`config.mk`:
```
export PLATFORM = sky130hd
export DESIGN_NAME = serial_lock_command_parser_core
export DESIGN_NICKNAME = d
export VERILOG_FILES = /design/src/hdl/slcp_pkg.sv /design/src/hdl/slcp_ram.sv /design/src/hdl/slcp_alu.sv /design/src/hdl/serial_lock_command_parser_core.sv
export SDC_FILE = /design/constraint.sdc
export NUM_CORES = 1
export LEC_CHECK = 0
export BUFFER_PORTS_ARGS = -buffer_cell sky130_fd_sc_hd__buf_4
export CAP_MARGIN = 0
export CORE_MARGIN = 1
export CORE_UTILIZATION = 40
export CTS_BUF_LIST = sky130_fd_sc_hd__clkbuf_8
export DETAILED_ROUTE_END_ITERATION = 8
export PLACE_DENSITY_LB_ADDON = 0.05
export SLEW_MARGIN = 10
export SYNTH_ARGS = -nofsm -noshare
export SYNTH_HDL_FRONTEND = slang
export SYNTH_SLANG_ARGS = --single-unit
```
`constraint.sdc`:
```
create_clock -name clock -period 9.2 [get_ports clock]
set_clock_uncertainty 0.2 [all_clocks]
set_input_delay 1.84 -clock clock [delete_from_list [all_inputs] [get_ports clock]]
set_output_delay 1.84 -clock clock [all_outputs]
set_load 0.02 [all_outputs]
```
`src/hdl/slcp_pkg.sv`:
```
// Shared types, constants and character helpers for the serial lock command parser.
package slcp_pkg;

   localparam int LINE_BYTES = 32;
   localparam int LINE_DEPTH = LINE_BYTES - 1;
   localparam int LINE_AW    = $clog2(LINE_DEPTH);
   localparam int LEN_W      = $clog2(LINE_BYTES);
   localparam int TIME_W     = 32;
   localparam int CFG_W      = 16;
   localparam int CSR_IDX_W  = 1;
   localparam int POS_W      = 3;

   localparam logic [15:0] HOLD_RESET = 16'd5000;
   localparam logic [15:0] GAP_RESET  = 16'd500;

   localparam logic [7:0] CHAR_CR    = 8'h0D;
   localparam logic [7:0] CHAR_LF    = 8'h0A;
   localparam logic [7:0] CHAR_SPACE = 8'h20;
   localparam logic [7:0] CHAR_TAB   = 8'h09;
   localparam logic [7:0] CHAR_NUL   = 8'h00;

   typedef enum logic [1:0] {
      REQ_BYTE     = 2'd0,
      REQ_UART_ERR = 2'd1,
      REQ_TICK     = 2'd2
   } req_kind_type;

   typedef enum logic [2:0] {
      RPL_ACK_UNLOCK = 3'd0,
      RPL_ACK_LOCK   = 3'd1,
      RPL_HOLD       = 3'd2,
      RPL_ACK_PING   = 3'd3,
      RPL_ERR_CMD    = 3'd4,
      RPL_ERR_LEN    = 3'd5,
      RPL_AUTOLOCK   = 3'd6
   } reply_type;

   typedef enum logic [1:0] {
      ACT_NONE   = 2'd0,
      ACT_UNLOCK = 2'd1,
      ACT_LOCK   = 2'd2
   } act_type;

   typedef enum logic [CSR_IDX_W-1:0] {
      REG_HOLD_TIME = 1'd0,
      REG_GAP_TIME  = 1'd1
   } csr_reg_type;

   typedef struct packed {
      logic [TIME_W-1:0] op_a;
      logic [TIME_W-1:0] op_b;
      logic [CFG_W-1:0]  limit;
   } alu_req_type;

   typedef struct packed {
      logic gt;
      logic ge;
   } alu_rsp_type;

   localparam logic [47:0] WORD_UNLOCK = {"K", "C", "O", "L", "N", "U"};
   localparam logic [31:0] WORD_LOCK   = {"K", "C", "O", "L"};
   localparam logic [31:0] WORD_PING   = {"G", "N", "I", "P"};

   function automatic logic is_blank(input logic [7:0] c);
      return (c == CHAR_SPACE) || (c == CHAR_TAB);
   endfunction

   function automatic logic [7:0] to_upper(input logic [7:0] c);
      logic [7:0] r;
      r = c;
      if (c >= 8'h61 && c <= 8'h7A) begin
         r = c - 8'h20;
      end
      return r;
   endfunction

   function automatic logic [7:0] unlock_char(input logic [POS_W-1:0] k);
      logic [7:0] r;
      r = CHAR_NUL;
      if (k < POS_W'(6)) begin
         r = WORD_UNLOCK[k*8 +: 8];
      end
      return r;
   endfunction

   function automatic logic [7:0] lock_char(input logic [POS_W-1:0] k);
      logic [7:0] r;
      r = CHAR_NUL;
      if (k < POS_W'(4)) begin
         r = WORD_LOCK[k[1:0]*8 +: 8];
      end
      return r;
   endfunction

   function automatic logic [7:0] ping_char(input logic [POS_W-1:0] k);
      logic [7:0] r;
      r = CHAR_NUL;
      if (k < POS_W'(4)) begin
         r = WORD_PING[k[1:0]*8 +: 8];
      end
      return r;
   endfunction

endpackage

```
`src/hdl/slcp_ram.sv`:
```
// Generic single-port-write, registered-read RAM.
module slcp_ram #(
   parameter int WIDTH = 8,
   parameter int DEPTH = 31
) (
   input  logic                     clock,
   input  logic                     wr_en,
   input  logic [$clog2(DEPTH)-1:0] wr_addr,
   input  logic [WIDTH-1:0]         wr_data,
   input  logic [$clog2(DEPTH)-1:0] rd_addr,
   output logic [WIDTH-1:0]         rd_data
);

   logic [WIDTH-1:0] mem_ff [DEPTH];

   always_ff @(posedge clock) begin
      if (wr_en) begin
         mem_ff[wr_addr] <= wr_data;
      end
      rd_data <= mem_ff[rd_addr];
   end

endmodule

```
`src/hdl/slcp_alu.sv`:
```
// Shared modular time-difference unit compared against a millisecond limit.
module slcp_alu (
   input  slcp_pkg::alu_req_type alu_req,
   output slcp_pkg::alu_rsp_type alu_rsp
);
   import slcp_pkg::*;

   logic [TIME_W-1:0] diff;
   logic [TIME_W-1:0] limit_ext;

   assign diff      = alu_req.op_a - alu_req.op_b;
   assign limit_ext = {{(TIME_W-CFG_W){1'b0}}, alu_req.limit};

   assign alu_rsp.gt = diff > limit_ext;
   assign alu_rsp.ge = diff >= limit_ext;

endmodule

```
`src/hdl/serial_lock_command_parser_core.sv`:
```
// Top level of the serial lock command parser: sequencer, line buffer and reply register.
//
//  channel | direction | handshake            | payload
//  req     | in        | req_tvalid/tready    | tdata: rx_byte[7:0]; tuser: req_type[1:0]
//  rsp     | out       | rsp_tvalid/tready    | tdata: reply_code[2:0], actuator_cmd[4:3],
//          |           |                      |        lock_open[5], zero[7:6]
//  csr     | in        | csr_valid/csr_ready  | csr_index[0], csr_wdata[15:0]
//
//  req_tready is low while a plain byte, a UART error or a tick is handled.
//  A line end is processed in the two scans of the line buffer, read one byte per cycle.
//  A reply waits in the output register; the sequencer stalls only if a second reply
//  is ready before the first is taken. Synchronous reset restores the register defaults
//  and clears the time counters, the lock flag and the line length.
module serial_lock_command_parser_core (
   input  logic                           clock,
   input  logic                           reset,
   input  logic                           req_tvalid,
   output logic                           req_tready,
   input  logic [7:0]                     req_tdata,   // rx_byte[7:0]
   input  logic [1:0]                     req_tuser,   // req_type[1:0]
   output logic                           rsp_tvalid,
   input  logic                           rsp_tready,
   output logic [7:0]                     rsp_tdata,   // reply_code[2:0], actuator_cmd[4:3],
                                                       // lock_open[5], zero[7:6]
   input  logic                           csr_valid,
   output logic                           csr_ready,
   input  logic [slcp_pkg::CSR_IDX_W-1:0] csr_index,
   input  logic [slcp_pkg::CFG_W-1:0]     csr_wdata
);
   import slcp_pkg::*;

   typedef enum logic [10:0] {
      ST_IDLE   = 11'b000_0000_0001,
      ST_GAP    = 11'b000_0000_0010,
      ST_BYTE   = 11'b000_0000_0100,
      ST_SCAN   = 11'b000_0000_1000,
      ST_LEN    = 11'b000_0001_0000,
      ST_MATCH  = 11'b000_0010_0000,
      ST_DECIDE = 11'b000_0100_0000,
      ST_DONE   = 11'b000_1000_0000,
      ST_TICK   = 11'b001_0000_0000,
      ST_AUTO   = 11'b010_0000_0000,
      ST_EMIT   = 11'b100_0000_0000
   } state_type;

   state_type         state_ff, state_in;
   logic [CFG_W-1:0]  hold_ff, hold_in;
   logic [CFG_W-1:0]  gap_ff, gap_in;
   logic [TIME_W-1:0] time_ff, time_in;
   logic [TIME_W-1:0] lbt_ff, lbt_in;
   logic [TIME_W-1:0] unl_time_ff, unl_time_in;
   logic              unlocked_ff, unlocked_in;
   logic [LEN_W-1:0]  len_ff, len_in;
   logic              from_gap_ff, from_gap_in;
   logic              res_have_ff, res_have_in;
   reply_type         res_code_ff, res_code_in;
   act_type           res_act_ff, res_act_in;
   logic              rsp_valid_ff, rsp_valid_in;
   logic [7:0]        rsp_data_ff, rsp_data_in;
   logic [7:0]        char_ff, char_in;
   logic [LEN_W-1:0]  ptr_ff, ptr_in;
   logic [LEN_W-1:0]  dptr_ff, dptr_in;
   logic              vld_ff, vld_in;
   logic              seen_ff, seen_in;
   logic [LEN_W-1:0]  s_ff, s_in;
   logic [LEN_W-1:0]  e_ff, e_in;
   logic [LEN_W-1:0]  tlen_ff, tlen_in;
   logic              mu_ff, mu_in;
   logic              ml_ff, ml_in;
   logic              mp_ff, mp_in;

   logic               wr_en;
   logic [LINE_AW-1:0] wr_addr;
   logic [LINE_AW-1:0] rd_addr;
   logic [7:0]         rd_data;
   alu_req_type        alu_req;
   alu_rsp_type        alu_rsp;

   logic [LEN_W-1:0]  tlen;
   logic [POS_W-1:0]  pos;
   logic [7:0]        up_char;
   logic              load_rsp;

   slcp_ram #(
      .WIDTH (8),
      .DEPTH (LINE_DEPTH)
   ) u_line_ram (
      .clock   (clock),
      .wr_en   (wr_en),
      .wr_addr (wr_addr),
      .wr_data (char_ff),
      .rd_addr (rd_addr),
      .rd_data (rd_data)
   );

   slcp_alu u_alu (
      .alu_req (alu_req),
      .alu_rsp (alu_rsp)
   );

   assign req_tready = (state_ff == ST_IDLE);
   assign csr_ready  = 1'b1;
   assign rsp_tvalid = rsp_valid_ff;
   assign rsp_tdata  = rsp_data_ff;

   assign wr_addr = len_ff[LINE_AW-1:0];
   assign rd_addr = ptr_ff[LINE_AW-1:0];
   assign tlen    = e_ff - s_ff;
   assign pos     = POS_W'(dptr_ff - s_ff);
   assign up_char = to_upper(rd_data);

   always_comb begin
      hold_in = hold_ff;
      gap_in  = gap_ff;
      if (csr_valid && csr_ready) begin
         case (csr_reg_type'(csr_index))
            REG_HOLD_TIME: hold_in = csr_wdata;
            REG_GAP_TIME:  gap_in  = csr_wdata;
            default:       hold_in = hold_ff;
         endcase
      end
   end

   always_comb begin
      state_in    = state_ff;
      time_in     = time_ff;
      lbt_in      = lbt_ff;
      unl_time_in = unl_time_ff;
      unlocked_in = unlocked_ff;
      len_in      = len_ff;
      from_gap_in = from_gap_ff;
      res_have_in = res_have_ff;
      res_code_in = res_code_ff;
      res_act_in  = res_act_ff;
      char_in     = char_ff;
      ptr_in      = ptr_ff;
      dptr_in     = ptr_ff;
      vld_in      = 1'b0;
      seen_in     = seen_ff;
      s_in        = s_ff;
      e_in        = e_ff;
      tlen_in     = tlen_ff;
      mu_in       = mu_ff;
      ml_in       = ml_ff;
      mp_in       = mp_ff;
      wr_en       = 1'b0;
      load_rsp    = 1'b0;
      alu_req.op_a  = time_ff;
      alu_req.op_b  = unl_time_ff;
      alu_req.limit = hold_ff;

      case (state_ff)
         ST_IDLE: begin
            if (req_tvalid) begin
               char_in     = req_tdata;
               res_have_in = 1'b0;
               from_gap_in = 1'b0;
               case (req_kind_type'(req_tuser))
                  REQ_BYTE:     state_in = ST_GAP;
                  REQ_UART_ERR: begin
                     len_in   = '0;
                     state_in = ST_EMIT;
                  end
                  REQ_TICK:     state_in = ST_TICK;
                  default:      state_in = ST_EMIT;
               endcase
            end
         end
         ST_GAP: begin
            alu_req.op_b  = lbt_ff;
            alu_req.limit = gap_ff;
            if (len_ff != '0 && alu_rsp.gt) begin
               from_gap_in = 1'b1;
               ptr_in      = '0;
               seen_in     = 1'b0;
               state_in    = ST_SCAN;
            end else begin
               state_in = ST_BYTE;
            end
         end
         ST_BYTE: begin
            lbt_in      = time_ff;
            from_gap_in = 1'b0;
            if (char_ff == CHAR_CR || char_ff == CHAR_LF) begin
               if (len_ff != '0) begin
                  ptr_in   = '0;
                  seen_in  = 1'b0;
                  state_in = ST_SCAN;
               end else begin
                  state_in = ST_EMIT;
               end
            end else if (len_ff < LEN_W'(LINE_DEPTH)) begin
               wr_en    = 1'b1;
               len_in   = len_ff + 1'b1;
               state_in = ST_EMIT;
            end else begin
               len_in      = '0;
               res_have_in = 1'b1;
               res_code_in = RPL_ERR_LEN;
               res_act_in  = ACT_NONE;
               state_in    = ST_EMIT;
            end
         end
         ST_SCAN: begin
            if (ptr_ff < len_ff) begin
               ptr_in = ptr_ff + 1'b1;
               vld_in = 1'b1;
            end
            if (vld_ff) begin
               if (rd_data == CHAR_NUL) begin
                  vld_in   = 1'b0;
                  state_in = ST_LEN;
               end else begin
                  if (!is_blank(rd_data)) begin
                     if (!seen_ff) begin
                        s_in = dptr_ff;
                     end
                     seen_in = 1'b1;
                     e_in    = dptr_ff + 1'b1;
                  end
                  if (dptr_ff == len_ff - 1'b1) begin
                     vld_in   = 1'b0;
                     state_in = ST_LEN;
                  end
               end
            end
         end
         ST_LEN: begin
            tlen_in = tlen;
            if (!seen_ff) begin
               state_in = ST_DONE;
            end else if (tlen == LEN_W'(1) || tlen == LEN_W'(4) || tlen == LEN_W'(6)) begin
               ptr_in   = s_ff;
               mu_in    = 1'b1;
               ml_in    = 1'b1;
               mp_in    = 1'b1;
               state_in = ST_MATCH;
            end else begin
               res_have_in = 1'b1;
               res_code_in = RPL_ERR_CMD;
               res_act_in  = ACT_NONE;
               state_in    = ST_DONE;
            end
         end
         ST_MATCH: begin
            if (ptr_ff < e_ff) begin
               ptr_in = ptr_ff + 1'b1;
               vld_in = 1'b1;
            end
            if (vld_ff) begin
               mu_in = mu_ff && (up_char == unlock_char(pos));
               ml_in = ml_ff && (up_char == lock_char(pos));
               mp_in = mp_ff && (up_char == ping_char(pos));
               if (dptr_ff == e_ff - 1'b1) begin
                  vld_in   = 1'b0;
                  state_in = ST_DECIDE;
               end
            end
         end
         ST_DECIDE: begin
            res_have_in = 1'b1;
            res_act_in  = ACT_NONE;
            state_in    = ST_DONE;
            if (mu_ff && (tlen_ff == LEN_W'(1) || tlen_ff == LEN_W'(6))) begin
               unl_time_in = time_ff;
               unlocked_in = 1'b1;
               res_code_in = RPL_ACK_UNLOCK;
               res_act_in  = ACT_UNLOCK;
            end else if (ml_ff && (tlen_ff == LEN_W'(1) || tlen_ff == LEN_W'(4))) begin
               if (alu_rsp.ge) begin
                  unlocked_in = 1'b0;
                  res_code_in = RPL_ACK_LOCK;
                  res_act_in  = ACT_LOCK;
               end else begin
                  res_code_in = RPL_HOLD;
               end
            end else if (mp_ff && (tlen_ff == LEN_W'(1) || tlen_ff == LEN_W'(4))) begin
               res_code_in = RPL_ACK_PING;
            end else begin
               res_code_in = RPL_ERR_CMD;
            end
         end
         ST_DONE: begin
            len_in   = '0;
            state_in = from_gap_ff ? ST_BYTE : ST_EMIT;
         end
         ST_TICK: begin
            time_in  = time_ff + 1'b1;
            state_in = ST_AUTO;
         end
         ST_AUTO: begin
            if (unlocked_ff && alu_rsp.ge) begin
               unlocked_in = 1'b0;
               res_have_in = 1'b1;
               res_code_in = RPL_AUTOLOCK;
               res_act_in  = ACT_LOCK;
            end
            state_in = ST_EMIT;
         end
         ST_EMIT: begin
            if (!res_have_ff) begin
               state_in = ST_IDLE;
            end else if (!rsp_valid_ff || rsp_tready) begin
               load_rsp    = 1'b1;
               res_have_in = 1'b0;
               state_in    = ST_IDLE;
            end
         end
         default: begin
            state_in = ST_IDLE;
         end
      endcase
   end

   assign rsp_valid_in = load_rsp | (rsp_valid_ff & ~rsp_tready);
   assign rsp_data_in  = load_rsp ? {2'b00, unlocked_ff, res_act_ff, res_code_ff} : rsp_data_ff;

   always_ff @(posedge clock) begin
      if (reset) begin
         state_ff     <= ST_IDLE;
         hold_ff      <= HOLD_RESET;
         gap_ff       <= GAP_RESET;
         time_ff      <= '0;
         lbt_ff       <= '0;
         unl_time_ff  <= '0;
         unlocked_ff  <= 1'b0;
         len_ff       <= '0;
         from_gap_ff  <= 1'b0;
         res_have_ff  <= 1'b0;
         rsp_valid_ff <= 1'b0;
         vld_ff       <= 1'b0;
      end else begin
         state_ff     <= state_in;
         hold_ff      <= hold_in;
         gap_ff       <= gap_in;
         time_ff      <= time_in;
         lbt_ff       <= lbt_in;
         unl_time_ff  <= unl_time_in;
         unlocked_ff  <= unlocked_in;
         len_ff       <= len_in;
         from_gap_ff  <= from_gap_in;
         res_have_ff  <= res_have_in;
         rsp_valid_ff <= rsp_valid_in;
         vld_ff       <= vld_in;
      end
   end

   always_ff @(posedge clock) begin
      res_code_ff <= res_code_in;
      res_act_ff  <= res_act_in;
      rsp_data_ff <= rsp_data_in;
      char_ff     <= char_in;
      ptr_ff      <= ptr_in;
      dptr_ff     <= dptr_in;
      seen_ff     <= seen_in;
      s_ff        <= s_in;
      e_ff        <= e_in;
      tlen_ff     <= tlen_in;
      mu_ff       <= mu_in;
      ml_ff       <= ml_in;
      mp_ff       <= mp_in;
   end

endmodule

```
==> flow_summary.toml <==
[run_status]
status = "complete, no violations"

[detailed_routing]
vias = 14540
totalWireLength_mm = 54.08
wl_per_cell_um = 20.17
drt-pass1-iter-count = 6
drt-initial-drc-count = 1070
ant_nets = 0
drc = 0
vias_per_cell = 5.424

[global_routing]
grt_max_degree = 93
use_met2_pct = 34.45
busiest_layer = "met2"
grtUsageMet3_pct = 3.627
track_usage_pct = 20.27
antenna_found_initial = 1
grt_pass1_vias = 14310
grt_pass1_wl_mm = 83.79
grt_overflow_total = 0
grt_use_met1_pct = 25.83

[synth]
syn_area_per_cell_um2 = 11.33
async_flop_share_pct = 0
synth_cells = 1881
yosysUniqueCellTypes = 94
ys_dominant_reg_cell = "edfxtp_1"
synth-seq-cells = 453
ys_seq_area_share_pct = 56.22
synth_edf_count = 291
synthesis.area_um2 = 21310
ys_warn_count = 0

[worst_setup_path]
slowest_delay_ns = 0.85
worstPathMaxFanout = 26
crit_type = "reg2reg"
cp_num_cells = 25
worst-r2r-setup-slack_ns = 2.18
ff2ff_path_depth = 25
r2r_start = "state_ff[6]"
crit_buf_inv = 1
crit_start = "state_ff[6]"
cp-start-kind = "flop"
cp-endpoint = "dptr_in[0]"
timing.critical_path.to_type = "flop"
critical_path_required_ns = 9.28
crit_path_frequent_cell = "nand2_1"
crit_slowest_cell = "and3_2"
arrival_ns = 7.10
r2r-end = "dptr_in[0]"
critical-path-top-delay-family = "simple AND/OR/NAND/NOR gates"

[power_and_ir_drop]
internal-power_mw = 3.224
p_comb_share_pct = 5.4
vdd_drop_max_v = 0.0001195
seq_power_share_pct = 52.7
total_power_mw = 4.242
p_sw_mw = 1.018
cellPowerDensity_nw_per_um2 = 178.7
swShare_pct = 24.00
power.share.clock_pct = 41.9
power.leakage_nw = 8.461

[clocking]
cts_resized = 0
cts_setup_buffers = 0
path_clk_slew_ns = 0.06
holdBufCountCts = 0
cts_buffers = 80
insertion_delay_ns = 0.67
ctsLongestPathBuffers = 3
cts_htree_levels = 3
cts.sinks = 453
root_buffer = "clkbuf_8"
cts_tree = "built"

[cells_and_area]
final_util_pct = 45.19
seqCellArea_um2 = 11980
final_area_um2 = 23750
final_layout_size_suffix_gt1_share_pct = 11.74
multi_input_area_um2 = 8787
nFillCells = 4921
nets = 2041
syn2layout_area_growth_pct = 11.41
diodes = 0

[place]
dp_hpwl_mm = 35.97
place_area_um2 = 22220
io_buffers = 39
place_congestion = 0.8988
place_ws_ns = 2.237

[sta]
rsz0062_at_grt = "false"
finalMaxSlewViolations = 0
fin_ws_ns = 2.179
min_period_over_period_pct = 76.31
relSlewSlack_pct = 32.80
tns_ns = 0
final.min_clock_period_ns = 7.021
hold_viol = 0
worst_slew_pin_slew_ns = 1.008
report.final.setup_viol = 0
fmax_mhz = 142.4

[die]
rows = 84
fp.dieH_um = 232.8
pin_count = 43
fp.dieW_um = 232.8
coreArea_um2 = 52550
start_util_pct = 40.56
die_area_um2 = 54210

[run]
drv_cap = 0

[hold_path]
worstHoldPathType = "reg2reg"
## synthesized netlist by cell type, types with 24 or more instances
library cell | n | area [um^2]
edfxtp_1 | 291 | 8738
mux2i_1 | 92 | 920.9
o221ai_1 | 24 | 210.2
ha_1 | 74 | 925.9
nand2_1 | 327 | 1227
a21oi_1 | 156 | 780.8
xor2_1 | 41 | 359.1
nor2_1 | 131 | 491.7
xnor2_1 | 34 | 297.8
dfxtp_1 | 162 | 3243
nand3_1 | 38 | 190.2
mux4_2 | 45 | 1013
o21ai_0 | 68 | 340.3
inv_1 | 40 | 150.1
clkbuf_1 | 69 | 259.0
## stage by stage
step | hold WS [ns] | instances
after floorplan | 0.2000 | 1882
after global placement | 0.2039 | 2538
after detailed placement | 0.2054 | 2538
after CTS | 0.2116 | 2681
after global routing | 0.2257 | 2681
final | 0.2105 | 2681
## cells by family (layout without fill, tap and decap cells)
kind of cell | after synthesis | in the layout | synth area share, %
compound gates | 353 | 353 | 10.36
fa+ha+maj | 77 | 77 | 4.626
buf+inv | 131 | 242 | 2.601
mux | 138 | 138 | 9.129
other cells | 2 | 3 | 0.03524
simple gates | 652 | 652 | 13.95
flops | 453 | 453 | 56.22
xor+xnor | 75 | 75 | 3.082
## cells in the final DEF, fill, tap and decap left out, types with 7 or more instances in the layout
| cell type | n |
|---|---|
| nor4_1 | 14 |
| buf_4 | 58 |
| and2_1 | 7 |
| edfxtp_1 | 291 |
| a21o_1 | 11 |
| nor2b_1 | 8 |
| nand2_1 | 327 |
| o21ai_0 | 68 |
| o22ai_1 | 7 |
| inv_1 | 75 |
| nor3_1 | 21 |
| clkinv_1 | 9 |
| nand2b_1 | 9 |
| and3_1 | 12 |
| nand4_1 | 20 |
| o221ai_1 | 24 |
| nor2_1 | 131 |
| nand3_1 | 38 |
| mux4_2 | 45 |
| xor2_1 | 41 |
| a21oi_1 | 156 |
| xnor2_1 | 34 |
| ha_1 | 74 |
| a31oi_1 | 8 |
| clkbuf_8 | 88 |
| dfxtp_1 | 162 |
| mux2i_1 | 92 |
| or3_1 | 11 |
| nand3b_1 | 13 |
## power groups by stage
stage | combinational (mW) | clock [mW] | sequential [mW]
6_report | 0.227 | 1.78 | 2.24
2_1_floorplan | 0.122 | 0 | 2.29
3_3_place_gp | 0.228 | 0 | 2.28
3_5_place_dp | 0.232 | 0 | 2.28
4_1_cts | 0.232 | 1.84 | 2.24
5_1_grt | 0.250 | 1.93 | 2.24
## layout make-up
cell class / count / share of cell area (%)
clock buffers: 88 / 5.101
clock inverters: 55 / 1.328
inverters: 41 / 0.6481
multi-input cells: 1298 / 37.01
flip-flops and latches: 453 / 50.46
well taps: 688 / 3.625
repair buffers: 58 / 1.834
## how the worst min path moves through the flow
stage	startpoint	end	slack [ns]	cells after the start
finish	res_code_ff[1]	rsp_tdata[1]	0.21	0
global route	res_code_ff[1]	rsp_tdata[1]	0.23	0
CTS	res_code_ff[1]	rsp_tdata[1]	0.21	0
detailed placement	res_act_ff[0]	rsp_tdata[3]	0.21	0
global placement	res_code_ff[2]	rsp_tdata[2]	0.20	0
floorplan	dptr_in[2]	dptr_ff[2]	0.20	0
## sequential cells by signal (all words and copies together), names as in the netlist, 11 cells and up
register / flops
gap_ff: 16
u_line_ram.mem_ff: 248
hold_ff: 16
time_ff: 32
state_ff: 11
lbt_ff: 32
unl_time_ff: 32
## metal layers
metal	wire length (um)	share of wire, %
met1	24200	45
met2	26190	48
met3	2143	4.0
met4	1558	2.9
met5	0	0
Power figures use the tool's default switching activity.
